==> src/rtl/masked_frame_photon_counter_unit_defines.svh <==
// Assertion macros used by the photon counter top level.
`ifndef MASKED_FRAME_PHOTON_COUNTER_UNIT_DEFINES_SVH
`define MASKED_FRAME_PHOTON_COUNTER_UNIT_DEFINES_SVH

// Check that a condition implies a consequence in the same cycle.
`define MFPC_ASSERT_IMPLIES(lbl, clk, rst, ante, cons, msg) \
   lbl: assert property (@(posedge clk) disable iff (rst) (ante) |-> (cons)) \
      else $error(msg);

// Check that a condition never holds.
`define MFPC_ASSERT_NEVER(lbl, clk, rst, cond, msg) \
   lbl: assert property (@(posedge clk) disable iff (rst) !(cond)) \
      else $error(msg);

`endif

==> src/rtl/mfpc_pkg.sv <==
// Types, constants and codes of the masked frame photon counter.
package mfpc_pkg;

   localparam int NUM_PIXELS    = 65536;
   localparam int NUM_DETECTORS = 4;
   localparam int PIX_W         = $clog2(NUM_PIXELS);
   localparam int DET_W         = (NUM_DETECTORS > 1) ? $clog2(NUM_DETECTORS) : 1;

   localparam int COUNT_W  = 16;
   localparam int TOTAL_W  = 32;
   localparam int SUM_W    = 48;
   localparam int FRAMES_W = 32;
   localparam int MEAN_W   = 40;
   localparam int FRAC_W   = 8;
   localparam int DVD_W    = SUM_W + FRAC_W;
   localparam int DIV_CNT_W = $clog2(DVD_W);

   localparam int QUEUE_DEPTH = 4;
   localparam int QPTR_W      = $clog2(QUEUE_DEPTH);
   localparam int QCNT_W      = $clog2(QUEUE_DEPTH + 1);

   localparam int REQ_DATA_W = 40;
   localparam int REQ_USER_W = 3;
   localparam int RSP_DATA_W = 80;

   typedef enum logic [1:0] {
      CMD_MASK_WRITE = 2'd0,
      CMD_PHOTON     = 2'd1,
      CMD_END_FRAME  = 2'd2,
      CMD_REPORT     = 2'd3
   } cmd_type;

   typedef enum logic [1:0] {
      OP_ADD    = 2'd0,
      OP_EOF    = 2'd1,
      OP_REPORT = 2'd2
   } op_type;

   typedef enum logic {
      KIND_FRAME_TOTAL = 1'b0,
      KIND_MEAN        = 1'b1
   } kind_type;

   typedef enum logic [1:0] {
      B_IDLE,
      B_LOAD,
      B_DIV,
      B_EMIT
   } back_state_type;

   typedef struct packed {
      op_type             op;
      logic [COUNT_W-1:0] value;
      logic [1:0]         det;
   } q_entry_type;

   typedef struct packed {
      logic        valid;
      q_entry_type entry;
   } q_push_type;

   typedef struct packed {
      logic full;
      logic empty;
   } q_status_type;

endpackage

==> src/rtl/mfpc_queue.sv <==
// Short work queue between the front end and the back end.
module mfpc_queue (
   input  logic                       clock,
   input  logic                       reset,
   input  mfpc_pkg::q_push_type       q_push,
   input  logic                       q_pop,
   output mfpc_pkg::q_status_type     q_status,
   output mfpc_pkg::q_entry_type      q_head
);
   import mfpc_pkg::*;

   q_entry_type         entry_ff [QUEUE_DEPTH];
   logic [QPTR_W-1:0]   wr_ptr_ff, wr_ptr_in;
   logic [QPTR_W-1:0]   rd_ptr_ff, rd_ptr_in;
   logic [QCNT_W-1:0]   count_ff, count_in;

   assign q_status.full  = count_ff == QCNT_W'(QUEUE_DEPTH);
   assign q_status.empty = count_ff == '0;
   assign q_head         = entry_ff[rd_ptr_ff];

   // Advance pointers and occupancy
   always_comb begin
      wr_ptr_in = wr_ptr_ff;
      rd_ptr_in = rd_ptr_ff;
      count_in  = count_ff;
      if (q_push.valid) begin
         wr_ptr_in = (wr_ptr_ff == QPTR_W'(QUEUE_DEPTH - 1)) ? '0 : wr_ptr_ff + 1'b1;
      end
      if (q_pop) begin
         rd_ptr_in = (rd_ptr_ff == QPTR_W'(QUEUE_DEPTH - 1)) ? '0 : rd_ptr_ff + 1'b1;
      end
      if (q_push.valid && !q_pop) begin
         count_in = count_ff + 1'b1;
      end else if (!q_push.valid && q_pop) begin
         count_in = count_ff - 1'b1;
      end
   end

   always_ff @(posedge clock) begin
      if (reset) begin
         wr_ptr_ff <= '0;
         rd_ptr_ff <= '0;
         count_ff  <= '0;
      end else begin
         wr_ptr_ff <= wr_ptr_in;
         rd_ptr_ff <= rd_ptr_in;
         count_ff  <= count_in;
      end
   end

   // Store pushed entries
   always_ff @(posedge clock) begin
      if (q_push.valid) begin
         entry_ff[wr_ptr_ff] <= q_push.entry;
      end
   end

endmodule

==> config.mk <==
export PLATFORM = sky130hd
export DESIGN_NAME = mfpc_queue
export DESIGN_NICKNAME = d
export VERILOG_FILES = /design/src/rtl/masked_frame_photon_counter_unit_defines.svh /design/src/rtl/mfpc_pkg.sv /design/src/rtl/mfpc_queue.sv
export SDC_FILE = /design/constraint.sdc
export NUM_CORES = 1
export LEC_CHECK = 0
export BUFFER_PORTS_ARGS = -buffer_cell sky130_fd_sc_hd__buf_2
export CAP_MARGIN = 0
export CORE_UTILIZATION = 39
export CTS_CLUSTER_DIAMETER = 150
export DETAILED_ROUTE_END_ITERATION = 6
export HOLD_SLACK_MARGIN = 0.08
export SETUP_SLACK_MARGIN = 0.4
export SYNTH_ARGS = -nofsm -noshare
export SYNTH_HDL_FRONTEND = slang
export SYNTH_SLANG_ARGS = --single-unit
export TNS_END_PERCENT = 50
==> constraint.sdc <==
create_clock -name clock -period 1.91 [get_ports clock]
set_clock_uncertainty 0.1 [all_clocks]
set_input_delay 0.382 -clock clock [delete_from_list [all_inputs] [get_ports clock]]
set_output_delay 0.382 -clock clock [all_outputs]
set_load 0.05 [all_outputs]
======== Word-level counts from Yosys, hierarchy flattened ========
Memories as Yosys holds them, arrays and structs flattened. A register that Yosys moved wholly into a read port is not among the register bits.
Index checks and enable logic that the tools add are counted.
word-level totals
  register bits after elaboration ......... 7
  memory bits (writable) .................. 80
  input port bits ......................... 24
  output and inout bits ................... 22
  word-level logic and storage cells ...... 25
  memories kept ........................... 1
cells by class
  $add $sub $neg .......................... 4
  equal/unequal tests ..................... 3
  muxes and demuxes ....................... 8
  reductions and logical operators ........ 6
memory list
  memory    words  width  rd ports  clocked after Yosys merged registers in  write ports  RTL line          RTL
  entry_ff  4      20     1         1                                        1            mfpc_queue.sv:12  q_entry_type entry_ff [QUEUE_DEPTH];
operators with widths
  cell                 count
  $mux 2               4
  $mux 3               2
  $add 2x1->2 const B  2
  $eq 2x2->1 const B   2
  $add 3x1->3 const B  1
  $eq 3x3->1 const B   1
  $logic_not 3->1      1
  $sub 3x1->3 const B  1
  $logic_and 1x1->1    2
  $logic_not 1->1      2
  $mux 1               2
  $reduce_bool 2->1    1

======== Longest topological paths before layout ========
  word-level depth ........................ 4
  depth in mapped cells ................... 7
  depth with buffers taken out ............ 7

======== Worst setup path before layout ========
No wires, ideal clock.
  path kind ............................... reg2out
  from .................................... register count_ff[1]
  to ...................................... output q_status[1] (netlist name)
  data arrival time ....................... 1.502 ns
  required time ........................... 1.428 ns
  setup slack ............................. -0.074 ns
  cell stages (with the launch flop) ...... 2
  buffers on the path ..................... 0
  path through ............................ dfxtp_1 nor3b_1
RTL lines
  what                    RTL line          RTL
  start, declared         mfpc_queue.sv:15  logic [QCNT_W-1:0] count_ff, count_in;
  start signal, assigned  mfpc_queue.sv:47  count_ff <= count_in;
  end, declared           mfpc_queue.sv:7   output mfpc_pkg::q_status_type q_status,

==> flow_metrics.tcl <==
set metrics [dict create \
    ir_drop_mv 0.313 \
    clk-insertion-delay-late_ns 0.35 \
    finalCritPeriodShare_pct 110 \
    drive_gt1_share_pct 48.6 \
    power_uw 4480 \
    power_density_nw_per_um2 1060 \
    setup_ws_ns -0.182 \
    path_max_fanout 9 \
    numCtsBuffers 9 \
    grt_max_degree 21 \
    avgViaCountPerCell 4.89 \
    ys_types 17 \
    clk_root_buffer_cell "clkbuf_8" \
    critPathKind "flip-flop to output port" \
    r2r-start "count_ff[1]" \
    syn_inst 148 \
    clk_path_buf_depth 2 \
    min_from "q_push[6]" \
    ys.warnings.count 0 \
    gr-total-overflow 0 \
    whs_ns 0.139 \
    clk_pin_slew_ns 0.08 \
    start_kind "flip-flop" \
    antenna_found_initial 0 \
    synth_nets 179 \
    die_h_um 94.3 \
    final_common_cell "edfxtp_1" \
    top_usage_layer "met2" \
    design.die.area_sq_um 8900 \
    ys_seq_elements 89 \
    htree_levels 3 \
    failed_checks "negative setup slack" \
    antennaDiodeCount 0 \
    synth.yosys.seq_area_share_pct 77.7 \
    drt-total-wl_mm 5.37 \
    placed_cells 304 \
    cts_tree "built" \
    drt-pass1-iter-count 4 \
    vias 1560 \
    fin_cells 319 \
    rsz0062_at_grt "true" \
    cts.sinks 89 \
    grt_first_pass_wirelength_mm 8.43 \
    final_hold_viol_count 0 \
    r2r_setup_slack_ns 0.34 \
    ctsHoldBuffers 0 \
    gp_congestion 0.658 \
    dp_hpwl_mm 3.36 \
    finalNetCount 242 \
    ant_nets 0 \
    port_buffers 45 \
    setup_tns_ns -2.99 \
    io_pins 46 \
    outcome "finished with violations" \
    cp-end-kind "output port" \
    core-area_sq_um 8220 \
    final_cell_mix "edfxtp_1, buf_2, buf_6" \
    syn_avg_cell_area_sq_um 22.5 \
    maxSlewViolCount 0 \
    grtUsageMet3_pct 5.64 \
    max_freq_ghz 0.478 \
    drtIter0Drc 85 \
    relSlewSlack_pct 87.0 \
    rows 33 \
    synth.cell_area_sq_um 3330 \
    cp.arrival_ns 1.61 \
    met2_usage_pct 22.0 \
    track_usage_pct 13.8 \
    cts_setup_buffers 0 \
    start_util_pct 40.5 \
    worstMarginPinSlew_ns 0.195 \
    drc 0 \
    grtUsageMet1_pct 16.9 \
    post-place-ws_ns 0.0490 \
    fillers 673 \
    area_growth_pct 27.2 \
    hold_path.class "input pin to flip-flop" \
    crit_required_ns 1.43 \
    cap_violations 0 \
    leakagePower_uw 0.00148 \
    grt_pass1_vias 1594 \
    die_w_um 94.3 \
    wl_per_cell_um 16.8 \
    timing.final.crit_period_ns 2.09 \
    final-setup-viol-count 20 \
]
==> synth_stat cells (all sizes together) <==
master   n  area, sq um
and2     4         25.0
buf      4         32.5
inv      4         15.0
nor3b    2         15.0
o21ai    1         5.00
nor2     7         26.3
mux4    20          450
or3      1         6.26
mux2i    4         40.0
fa       1         20.0
a21oi    2         10.0
nor3     1         5.00
edfxtp  80         2400
ha       6         75.1
xor2     2         17.5
dfxtp    9          180
==> worst max-delay path, cell delays in order (launching register included) <==
cell,delay (ns)
dfxtp_4,0.39
buf_12,0.15
mux4_2,0.54
buf_6,0.17
==> routing by layer <==
layer  wire, um  vias up  share of wire [%]
met3        274        7                5.1
met5          0        -                  0
met1       2240      793                 42
met4         72        0                1.3
met2       2790       36                 52
li1           -      724                  -
==> final timing paths <==
check,to,cells past startpoint
setup / recovery,q_head[17],3
hold / removal,entry_ff[2][6],1
setup reg to reg,count_ff[2],4
hold reg to reg,count_ff[2],2
==> timing repair <==
action | in CTS | in global routing
pin swaps | 5 | 5
gates cloned | 1 | 0
resized for setup | 56 | 2
endpoints found under the setup margin | 33 | 56
==> logic make-up after synthesis <==
group,after synthesis,synth area share [%]
XOR/XNOR,2,0.527
multiplexers,24,14.7
adder cells (fa/ha/maj),7,2.86
buffers and inverters,8,1.43
AND/OR/NAND/NOR,15,2.33
flip-flops,89,77.7
AO/OA/AOI/OAI,3,0.451
==> area by class of cell <==
type / instances / area, sq um / area share (%)
tap: 105 / 131 / 3.10
clock buffer: 9 / 124 / 2.93
clock inverter: 5 / 106 / 2.51
inverter: 4 / 17.5 / 0.414
multi-input combinational: 51 / 732 / 17.3
timing repair buffer: 56 / 522 / 12.3
sequential: 89 / 2600 / 61.4
==> power by group <==
part           switching, uW  internal (uW)
clock network            616            856
registers               47.5           2220
logic                    428            311
==> state kept, by name, summed over array words and instances, names as in the netlist, named ones only <==
signal / cells
entry_ff: 80
wr_ptr_ff: 2
rd_ptr_ff: 2
count_ff: 3
==> per-stage QoR <==
stage               utilization, %  instance area [sq um]
finish                        51.5                   4230
global route                  51.5                   4230
CTS                           51.5                   4230
detailed placement            46.3                   3810
global placement              46.3                   3810
floorplan                        -                   3360
Note: power is estimated with default switching activity, not from simulation.
